`config.mk`:
```
export PLATFORM = sky130hd
export DESIGN_NAME = pwm_divider_wrap_planner_top
export DESIGN_NICKNAME = d
export VERILOG_FILES = /design/src/rtl/pwm_dwp_pkg.sv /design/src/rtl/pwm_divider_wrap_planner_top.sv
export SDC_FILE = /design/constraint.sdc
export NUM_CORES = 2
export LEC_CHECK = 0
export BUFFER_PORTS_ARGS = -buffer_cell sky130_fd_sc_hd__buf_4
export CORE_AREA = 2 2 466 353
export DETAILED_ROUTE_END_ITERATION = 10
export DIE_AREA = 0 0 468 355
export GPL_ROUTABILITY_DRIVEN = 0
export PLACE_DENSITY = 0.57
export SKIP_CTS_REPAIR_TIMING = 1
export SLEW_MARGIN = 30
export SYNTH_ARGS = -nofsm -noshare
export SYNTH_HDL_FRONTEND = slang
export SYNTH_SLANG_ARGS = --single-unit
export TNS_END_PERCENT = 5
```
`constraint.sdc`:
```
create_clock -name clk -period 11.62 [get_ports clk]
set_input_delay 1.162 -clock clk [delete_from_list [all_inputs] [get_ports clk]]
set_output_delay 1.162 -clock clk [all_outputs]
set_load 0.03 [all_outputs]
```
`src/rtl/pwm_dwp_pkg.sv`:
```
// Package for the PWM divider and wrap planner.
// Holds the sequencer state type, register codes and fixed constants; no dependencies.
package pwm_dwp_pkg;

  localparam int DIV_W = 28;
  localparam int DVS_W = 24;
  localparam int CNT_W = 5;

  localparam logic [27:0] CLOCK_RESET  = 28'd125000000;
  localparam logic [15:0] MAXF_RESET   = 16'd16000;
  localparam logic [15:0] WRAP_MAX     = 16'hFFFF;
  localparam logic [7:0]  DIV_LAST_TRY = 8'd254;
  localparam logic [7:0]  DIV_FALLBACK = 8'd255;
  localparam logic [23:0] DUTY_FULL    = 24'd255;
  localparam logic [27:0] QUO_FIT_MAX  = 28'd65536;

  typedef enum logic [0:0] {
    REG_CLOCK = 1'b0,
    REG_MAXF  = 1'b1
  } reg_idx_t;

  typedef enum logic [2:0] {
    S_IDLE,
    S_LOOK,
    S_DIV,
    S_TRY,
    S_LMUL,
    S_LDIV,
    S_DONE
  } state_t;

endpackage

```
`src/rtl/pwm_divider_wrap_planner_top.sv`:
```
// PWM divider and wrap planner: per-pin cache, divider search and compare level.
// A cache hit skips the divider search; a full search tries up to 254 dividers.
// One item at a time; the search and the compare level share the 28-step
// restoring divider. Sync active-low reset loads register defaults and
// clears pin flags. Depends on pwm_dwp_pkg.
module pwm_divider_wrap_planner_top #(
  parameter int NUM_PINS = 30
) (
  input  logic        clk,
  input  logic        rst_n,
  input  logic        in_valid,
  output logic        in_ready,
  input  logic [4:0]  in_pin_number,
  input  logic [31:0] in_requested_freq,
  input  logic [7:0]  in_duty_value,
  output logic        out_valid,
  input  logic        out_ready,
  output logic [2:0]  out_slice_index,
  output logic        out_channel_index,
  output logic        out_first_use,
  output logic        out_reconfigured,
  output logic [7:0]  out_divider_int,
  output logic [15:0] out_wrap_value,
  output logic [16:0] out_compare_level,
  input  logic        psel,
  input  logic        penable,
  input  logic        pwrite,
  input  logic [2:0]  paddr,
  input  logic [31:0] pwdata,
  output logic [31:0] prdata,
  output logic        pready
);

  localparam int PIN_AW = (NUM_PINS > 1) ? $clog2(NUM_PINS) : 1;
  localparam int DIV_W  = pwm_dwp_pkg::DIV_W;
  localparam int DVS_W  = pwm_dwp_pkg::DVS_W;

  pwm_dwp_pkg::state_t state_r, state_nxt;

  logic [27:0]         clock_hz_r;
  logic [15:0]         max_freq_r;
  logic [NUM_PINS-1:0] pin_active_r;
  logic [31:0]         mem_r [NUM_PINS];
  logic [31:0]         rd_data_r;

  logic [4:0]          pin_r;
  logic [PIN_AW-1:0]   idx_r;
  logic                in_range_r;
  logic [15:0]         freq_r;
  logic [7:0]          duty_r;
  logic                first_r;
  logic                recfg_r;
  logic [7:0]          div_r;
  logic [7:0]          d_r;
  logic [15:0]         wrap_r;

  logic [DVS_W:0]               rem_r;
  logic [DIV_W-1:0]             quo_r;
  logic [DVS_W-1:0]             dvs_r;
  logic [pwm_dwp_pkg::CNT_W-1:0] cnt_r;

  logic        out_valid_r;
  logic [2:0]  out_slice_r;
  logic        out_chan_r;
  logic        out_first_r;
  logic        out_recfg_r;
  logic [7:0]  out_div_r;
  logic [15:0] out_wrap_r;
  logic [16:0] out_level_r;

  logic              in_fire;
  logic              cfg_wr;
  logic [15:0]       maxf_eff;
  logic [15:0]       freq_clamp;
  logic [6:0]        pin_ext;
  logic [PIN_AW-1:0] in_idx;
  logic              in_range;
  logic              active;
  logic [15:0]       cached_freq;
  logic [15:0]       cached_wrap;
  logic [DVS_W:0]    rem_sh;
  logic [DVS_W:0]    dvs_ext;
  logic              rem_ge;
  logic [DVS_W:0]    rem_diff;
  logic              fit;
  logic              last_try;
  logic [15:0]       q_m1;
  logic              mem_we;
  logic [15:0]       wr_wrap;
  logic [16:0]       wrap_plus;
  logic [24:0]       lvl_prod;
  logic              out_free;

  assign in_ready  = (state_r == pwm_dwp_pkg::S_IDLE);
  assign in_fire   = in_valid && in_ready;
  assign pready    = 1'b1;
  assign cfg_wr    = psel && penable && pwrite;
  assign out_free  = !out_valid_r || out_ready;

  assign maxf_eff   = (max_freq_r == 16'd0) ? 16'd1 : max_freq_r;
  assign freq_clamp = (in_requested_freq == 32'd0) ? 16'd1 :
                      (in_requested_freq > {16'd0, maxf_eff}) ? maxf_eff :
                      in_requested_freq[15:0];
  assign pin_ext    = {2'b00, in_pin_number};
  assign in_idx     = pin_ext[PIN_AW-1:0];
  assign in_range   = (pin_ext < 7'(NUM_PINS));

  assign active      = pin_active_r[idx_r];
  assign cached_freq = active ? rd_data_r[31:16] : 16'd0;
  assign cached_wrap = active ? rd_data_r[15:0] : 16'd0;

  assign rem_sh   = {rem_r[DVS_W-1:0], quo_r[DIV_W-1]};
  assign dvs_ext  = {1'b0, dvs_r};
  assign rem_ge   = (rem_sh >= dvs_ext);
  assign rem_diff = rem_sh - dvs_ext;

  assign fit      = (quo_r != '0) && (quo_r <= pwm_dwp_pkg::QUO_FIT_MAX);
  assign last_try = (d_r == pwm_dwp_pkg::DIV_LAST_TRY);
  assign q_m1     = 16'(quo_r - 28'd1);
  assign mem_we   = (state_r == pwm_dwp_pkg::S_TRY) && (fit || last_try);
  assign wr_wrap  = fit ? q_m1 : pwm_dwp_pkg::WRAP_MAX;

  assign wrap_plus = {1'b0, wrap_r} + 17'd1;
  assign lvl_prod  = 25'(duty_r) * 25'(wrap_plus);

  always_ff @(posedge clk) begin
    if (!rst_n) begin
      clock_hz_r <= pwm_dwp_pkg::CLOCK_RESET;
      max_freq_r <= pwm_dwp_pkg::MAXF_RESET;
    end else if (cfg_wr) begin
      unique case (pwm_dwp_pkg::reg_idx_t'(paddr[2]))
        pwm_dwp_pkg::REG_CLOCK: clock_hz_r <= pwdata[27:0];
        pwm_dwp_pkg::REG_MAXF:  max_freq_r <= pwdata[15:0];
        default: ;
      endcase
    end
  end

  always_comb begin
    unique case (pwm_dwp_pkg::reg_idx_t'(paddr[2]))
      pwm_dwp_pkg::REG_CLOCK: prdata = {4'd0, clock_hz_r};
      pwm_dwp_pkg::REG_MAXF:  prdata = {16'd0, max_freq_r};
      default:                prdata = 32'd0;
    endcase
  end

  always_ff @(posedge clk) begin
    if (mem_we) begin
      mem_r[idx_r] <= {freq_r, wr_wrap};
    end
    if (in_fire) begin
      rd_data_r <= mem_r[in_idx];
    end
  end

  always_ff @(posedge clk) begin
    if (!rst_n) begin
      state_r <= pwm_dwp_pkg::S_IDLE;
    end else begin
      state_r <= state_nxt;
    end
  end

  always_comb begin
    state_nxt = state_r;
    unique case (state_r)
      pwm_dwp_pkg::S_IDLE: begin
        if (in_fire) begin
          state_nxt = in_range ? pwm_dwp_pkg::S_LOOK : pwm_dwp_pkg::S_DONE;
        end
      end
      pwm_dwp_pkg::S_LOOK: begin
        state_nxt = (freq_r != cached_freq) ? pwm_dwp_pkg::S_DIV : pwm_dwp_pkg::S_LMUL;
      end
      pwm_dwp_pkg::S_DIV: begin
        if (cnt_r == '0) begin
          state_nxt = pwm_dwp_pkg::S_TRY;
        end
      end
      pwm_dwp_pkg::S_TRY: begin
        state_nxt = (fit || last_try) ? pwm_dwp_pkg::S_LMUL : pwm_dwp_pkg::S_DIV;
      end
      pwm_dwp_pkg::S_LMUL: state_nxt = pwm_dwp_pkg::S_LDIV;
      pwm_dwp_pkg::S_LDIV: begin
        if (cnt_r == '0) begin
          state_nxt = pwm_dwp_pkg::S_DONE;
        end
      end
      pwm_dwp_pkg::S_DONE: begin
        if (out_free) begin
          state_nxt = pwm_dwp_pkg::S_IDLE;
        end
      end
      default: state_nxt = pwm_dwp_pkg::S_IDLE;
    endcase
  end

  always_ff @(posedge clk) begin
    if (!rst_n) begin
      pin_active_r <= '0;
    end else if (state_r == pwm_dwp_pkg::S_LOOK) begin
      pin_active_r[idx_r] <= 1'b1;
    end
  end

  // datapath and shared divider
  always_ff @(posedge clk) begin
    unique case (state_r)
      pwm_dwp_pkg::S_IDLE: begin
        if (in_fire) begin
          pin_r      <= in_pin_number;
          idx_r      <= in_idx;
          in_range_r <= in_range;
          freq_r     <= freq_clamp;
          duty_r     <= in_duty_value;
          first_r    <= 1'b0;
          recfg_r    <= 1'b0;
          div_r      <= 8'd0;
          wrap_r     <= 16'd0;
        end
      end
      pwm_dwp_pkg::S_LOOK: begin
        first_r <= !active;
        wrap_r  <= cached_wrap;
        d_r     <= 8'd1;
        dvs_r   <= {8'd0, freq_r};
        quo_r   <= clock_hz_r;
        rem_r   <= '0;
        cnt_r   <= pwm_dwp_pkg::CNT_W'(pwm_dwp_pkg::DIV_W - 1);
      end
      pwm_dwp_pkg::S_DIV, pwm_dwp_pkg::S_LDIV: begin
        rem_r <= rem_ge ? rem_diff : rem_sh;
        quo_r <= {quo_r[DIV_W-2:0], rem_ge};
        cnt_r <= cnt_r - 1'b1;
      end
      pwm_dwp_pkg::S_TRY: begin
        if (fit || last_try) begin
          recfg_r <= 1'b1;
          div_r   <= fit ? d_r : pwm_dwp_pkg::DIV_FALLBACK;
          wrap_r  <= wr_wrap;
        end else begin
          d_r   <= d_r + 8'd1;
          dvs_r <= dvs_r + {8'd0, freq_r};
          quo_r <= clock_hz_r;
          rem_r <= '0;
          cnt_r <= pwm_dwp_pkg::CNT_W'(pwm_dwp_pkg::DIV_W - 1);
        end
      end
      pwm_dwp_pkg::S_LMUL: begin
        dvs_r <= pwm_dwp_pkg::DUTY_FULL;
        quo_r <= DIV_W'(lvl_prod);
        rem_r <= '0;
        cnt_r <= pwm_dwp_pkg::CNT_W'(pwm_dwp_pkg::DIV_W - 1);
      end
      default: ;
    endcase
  end

  always_ff @(posedge clk) begin
    if (!rst_n) begin
      out_valid_r <= 1'b0;
    end else if (state_r == pwm_dwp_pkg::S_DONE && out_free) begin
      out_valid_r <= 1'b1;
    end else if (out_ready) begin
      out_valid_r <= 1'b0;
    end
  end

  always_ff @(posedge clk) begin
    if (state_r == pwm_dwp_pkg::S_DONE && out_free) begin
      out_slice_r <= pin_r[3:1];
      out_chan_r  <= pin_r[0];
      out_first_r <= first_r;
      out_recfg_r <= recfg_r;
      out_div_r   <= div_r;
      out_wrap_r  <= wrap_r;
      out_level_r <= in_range_r ? quo_r[16:0] : 17'd0;
    end
  end

  assign out_valid         = out_valid_r;
  assign out_slice_index   = out_slice_r;
  assign out_channel_index = out_chan_r;
  assign out_first_use     = out_first_r;
  assign out_reconfigured  = out_recfg_r;
  assign out_divider_int   = out_div_r;
  assign out_wrap_value    = out_wrap_r;
  assign out_compare_level = out_level_r;

  a_div_only_on_recfg: assert property (@(posedge clk) disable iff (!rst_n)
    out_valid |-> (out_reconfigured || out_divider_int == 8'd0))
    else $error("divider set without reconfiguration");

  a_recfg_div_nonzero: assert property (@(posedge clk) disable iff (!rst_n)
    (out_valid && out_reconfigured) |-> (out_divider_int != 8'd0))
    else $error("reconfigured item with zero divider");

  a_first_implies_recfg: assert property (@(posedge clk) disable iff (!rst_n)
    (out_valid && out_first_use) |-> out_reconfigured)
    else $error("first use without reconfiguration");

  a_level_bound: assert property (@(posedge clk) disable iff (!rst_n)
    out_valid |-> (out_compare_level <= ({1'b0, out_wrap_value} + 17'd1)))
    else $error("compare level above wrap plus one");

  a_try_range: assert property (@(posedge clk) disable iff (!rst_n)
    (state_r == pwm_dwp_pkg::S_TRY) |-> (d_r != 8'd0 && d_r <= pwm_dwp_pkg::DIV_LAST_TRY))
    else $error("divider trial out of range");

endmodule
```
# Yosys cells after proc, flatten, opt, wreduce, memory -nomap -nowiden
# Memory sizes are Yosys's and may differ from the RTL's. A register that Yosys moved wholly into a read port is not among the register bits.
# Cells that the tools add are included.
# classes
add_sub_neg,6
multipliers,1
magnitude_cmp,6
eq_ne,14
muxes,44
bitwise,2
n_reduce_logical,37
# ops
op,n
$pmux 24 s3,2
$mux 16,7
$pmux 28 s4,1
$mux 24,3
$pmux 32 s2,1
$pmux 16 s3,1
$gt 32x16->1,1
$logic_not 32->1,1
$mux 8,4
$pmux 8 s2,2
$or 30x30->30,1
$le 28x17->1 const B,1
$mux 28,1
$reduce_bool 28->1,1
$ge 25x24->1,1
$mul 8x17->25,1
$add 24x16->24,1
$sub 24x24->24,1
$mux 3,7
$pmux 3 s7,1
$add 16x1->17 const B,1
$logic_not 16->1,1
$ne 16x16->1,1
$reduce_and 2->1,8
other kinds (30),60
# word_totals
ff_bits,270
ramBits,960
inputBits,87
out_inout_bits,82
wordCells,136
mem_count,1
# memory_table
memory,depth,word_bits,rd,rd_ports_with_merged_regs,write_ports,line_no,text
mem_r,30,32,1,1,1,pwm_divider_wrap_planner_top.sv:43,logic [31:0] mem_r [NUM_PINS];

# Longest topological paths before layout
# depth
depth_word,6
mapped_depth,23
mapped_depth_nobuf,23

# Worst setup path after synthesis
# No wires, ideal clock.
# synth_path
path_kind,flip-flop to flip-flop
start,reg wrap_r[0]
end,reg quo_r[24] (data pin)
setup_time_ns,0.267
arrival_ns,5.557
t_required_ns,11.353
setup_slack_ns,5.796
path_stages_with_launch,23
path_buffers,0
period_less_slack_ns,5.824
cell_sequence,edfxtp_1 -> ha_1 -> nand3_1 -> nor2_1 -> nand3_1 -> xor2_1 -> nor2b_1 -> fa_1 -> fa_1 -> fa_1 -> inv_1 -> fa_1 -> inv_1 -> ha_1 -> and3_1 -> nand3_1 -> nand4bb_1 -> and4b_1 -> o31ai_1 -> a21oi_1 -> o21bai_1 -> xnor2_1 -> o21ai_0
# synth_between
elab_chain_len,3
# synth_lines
element,line_no,text
start: declaration,pwm_divider_wrap_planner_top.sv:55,logic [15:0] wrap_r;
start signal: assignment,pwm_divider_wrap_planner_top.sv:224,wrap_r <= cached_wrap;
start signal: assignment,pwm_divider_wrap_planner_top.sv:240,wrap_r <= wr_wrap;
$add 16x1->17,pwm_divider_wrap_planner_top.sv:123,"assign wrap_plus = {1'b0, wrap_r} + 17'd1;"
$mul 8x17->25,pwm_divider_wrap_planner_top.sv:124,assign lvl_prod = 25'(duty_r) * 25'(wrap_plus);
$pmux 28 s4,pwm_divider_wrap_planner_top.sv:208,unique case (state_r)
end signal: assignment,pwm_divider_wrap_planner_top.sv:227,quo_r <= clock_hz_r;
end signal: assignment,pwm_divider_wrap_planner_top.sv:233,"quo_r <= {quo_r[DIV_W-2:0], rem_ge};"
end signal: assignment,pwm_divider_wrap_planner_top.sv:244,quo_r <= clock_hz_r;
end: declaration,pwm_divider_wrap_planner_top.sv:58,logic [DIV_W-1:0] quo_r;
# Every way passes these cells.
# A chain may end at the register's enable or synchronous reset.

# Worst setup path after layout
# layout_path
start,reg wrap_r[3]
end,reg quo_r[24] (data pin)
# Same word-level chain as after synthesis.

==> out/metrics.cfg <==
[clock_tree]
h-tree-depth = 3
cts_tree = done
cts_sinks = 1262
root_buffer = clkbuf_16
clk_latency_ns = 0.74
clkTransAtPathRegs_ns = 0.06
cts_max_path_buffers = 3
cts_buffers = 114

[sta]
hold_viol = 0
skew_ns = 0.0297
rsz0062_at_grt = no
worst_pin_slew_ns = 1.05
fin_crit_sh_pct = 59.2
fin_tns_setup_ns = 0
fmax_mhz = 145
period_needed_ns = 6.88
drv_slew = 0
holdWs_ns = 0.419
setup_viol = 0
slew_headroom_pct = 30.2

[worst_hold_path]
holdPathEnd = out_reconfigured
hold_depth = 0
hold_path.class = flip-flop to flip-flop
min_from = recfg_r

[finish]
fin_util_pct = 39.7
area_growth_pct = 14.0
finalNonFillerCells = 5794
final_nets = 3840
fillers = 14666
drive_gt1_share_pct = 22.7

[floorplanning]
coreArea_um2 = 161000
dieArea_um2 = 166000
start_util_pct = 34.8
rows = 128
ioPinCount = 169
die_h_um = 355
die_x_um = 468

[power]
power.total_mw = 16.3
cellLeakagePower_nw = 19.5
max-vdd-ir-drop_v = 0.000331
cellPowerDensity_nw_per_um2 = 255

[route]
drc = 0
vias_per_cell = 5.28
drt_iter0_drc = 3189
routedWlPerCell_um = 24.8
antenna_left = 0
routed_wl_mm = 144
vias = 30568
first_pass_iters = 6

[logic_synthesis]
syn_inst = 3354
synth_enable_flop_cells = 1184
yosys_warnings = 0
avgSynthCellArea_um2 = 16.8
synth_cell_types = 78
synth_ff_type = edfxtp_1
ys_seq_area_share_pct = 66.0
ys_seq_elements = 1262
syn_area_um2 = 56200
async_flop_share_pct = 0

[critical_path]
required_ns = 12.09
path_class = flip-flop to flip-flop
cp-start-kind = flip-flop
setup.worst_path.end_class = flip-flop
reg2reg_to = quo_r[24]
crit_arrival_ns = 7.35
rr_worst_depth = 23
path_max_fanout = 8
r2r_start = wrap_r[3]
reg2reg_slack_ns = 4.74

[global_route]
antenna_found_initial = 3
grt.total_usage_pct = 17.3
overflow = 0
grt_pass1_vias = 31024
grt_pass1_wl_mm = 212
grt_max_degree = 139

[place]
placedCellCount = 5584
place_hpwl_mm = 82.3
io_buffers = 157

[job]
drv_cap = 0

[status]
outcome = complete, no violations

[where the power goes]
group / total [mW] / internal [mW] / switching (mW)
logic: 6.78 / 2.60 / 4.18
clock network: 3.79 / 2.08 / 1.72
registers: 5.76 / 5.47 / 0.286
total: 16.3 / 10.1 / 6.19
[final cells by class]
type                       instances  area (um2)  share of cell area [%]
inverter                         164         616                   0.960
clock buffer                     135        2930                    4.57
tap                             2145        2680                    4.18
timing repair buffer             231        1820                    2.84
multi-input combinational       1782       18200                    28.4
clock inverter                    74         753                    1.17
antenna                            1        2.50                 0.00390
sequential                      1262       37100                    57.9
[cell usage after synthesis, drive strengths merged, types with 39 or more instances]
library cell  number  area (um2)
o21a              42         315
and2              52         325
nor2             153         574
o21ai             63         315
edfxtp          1184       35600
xnor2             64         561
mux2i             39         390
nand3             48         240
fa                92        1840
mux4             287        6460
nand2            182         683
xor2              43         377
a21oi             66         330
inv              164         616
buf               56         262
clkbuf            93         349
ha               106        1330
nor2b            122         763
dfxtp             78        1560
mux2              78         878
[critical path, stage by stage, from the launching register on]
cell and delay [ns]:
edfxtp_1 0.57, and3_1 0.23, and3_1 0.22, nand2_1 0.09, nor2_1 0.19, nand2_1 0.09
xor2_1 0.66, nor2b_1 0.16, fa_1 0.59, fa_1 0.44, fa_1 0.55, inv_1 0.06
fa_1 0.54, inv_1 0.05, ha_1 0.36, and3_1 0.24, nand3_1 0.11, nand4bb_1 0.22
and4b_1 0.26, o31ai_1 0.41, a21oi_1 0.13, o21bai_1 0.16, xnor2_1 0.15, o21ai_0 0.12
[kinds of logic (layout without fill, tap and decap cells)]
logic type,Yosys count,in the layout,share of synthesized area (%)
compound gates,368,368,4.49
simple gates,700,700,6.28
flops,1262,1262,66.0
other cells,2,6,0.0134
buf+inv,313,604,2.18
mux,404,404,13.7
fa+ha+maj,198,198,5.63
xor+xnor,107,107,1.67
[placed cells by master (no fill, tap or decap), types with 18 or more instances in the layout]
master     synthesis  layout
nor4_1            22      22
clkinv_2           0      18
a21boi_0          25      25
fa_1              92      92
a22oi_1           23      23
nor3_1            26      25
buf_4              7     222
nand3_1           48      46
a21oi_1           66      64
inv_1            164     164
mux4_2           287     287
nor2_4             0      28
ha_1             106     106
clkinv_1           0      26
mux2i_1           39      39
o21a_1            42      42
o21ai_0           58      58
edfxtp_1        1184    1184
xnor2_1           64      64
nor2b_1          122     122
clkbuf_16          0     114
xor2_1            43      43
mux2_2            78      78
a22o_1            30      30
dfxtp_1           78      78
and2_1            52      51
a21o_1            30      30
nand2_1          182     168
nand2b_1          24      23
clkbuf_1          93      21
nor2_1           153     123
[per-layer routing]
metal	routed length (um)	up-vias	global-route usage (%)
li1	-	13369	-
met2	65500	926	26.4
met1	65600	16096	25.5
met5	7	-	0
met4	2390	2	3.13
met3	10200	175	3.92
[per-stage QoR]
stage	cell area [um2]	worst slack (ns)
after floorplan	56300	5.80
after global placement	60300	4.78
after detailed placement	60400	4.81
after CTS	64100	4.75
after global routing	64100	4.21
final	64100	4.74
[worst max path at each step]
stage	slack, ns	start	end
finish	4.74	wrap_r[3]	quo_r[24]
global route	4.21	wrap_r[0]	quo_r[24]
CTS	4.75	wrap_r[0]	quo_r[24]
detailed placement	4.81	wrap_r[0]	quo_r[24]
global placement	4.78	wrap_r[0]	quo_r[24]
floorplan	5.80	wrap_r[0]	quo_r[24]
[flip-flops by register name (all words and copies together) (netlist names), 3 cells and up]
name / flops
out_divider_int: 8
out_compare_level: 17
d_r: 8
quo_r: 28
idx_r: 5
mem_r: 960
rem_r: 24
state_r: 3
rd_data_r: 32
max_freq_r: 16
pin_active_r: 30
cnt_r: 5
wrap_r: 16
dvs_r: 24
duty_r: 8
out_slice_index: 3
clock_hz_r: 28
freq_r: 16
div_r: 8
out_wrap_value: 16
Power figures use the tool's default switching activity.
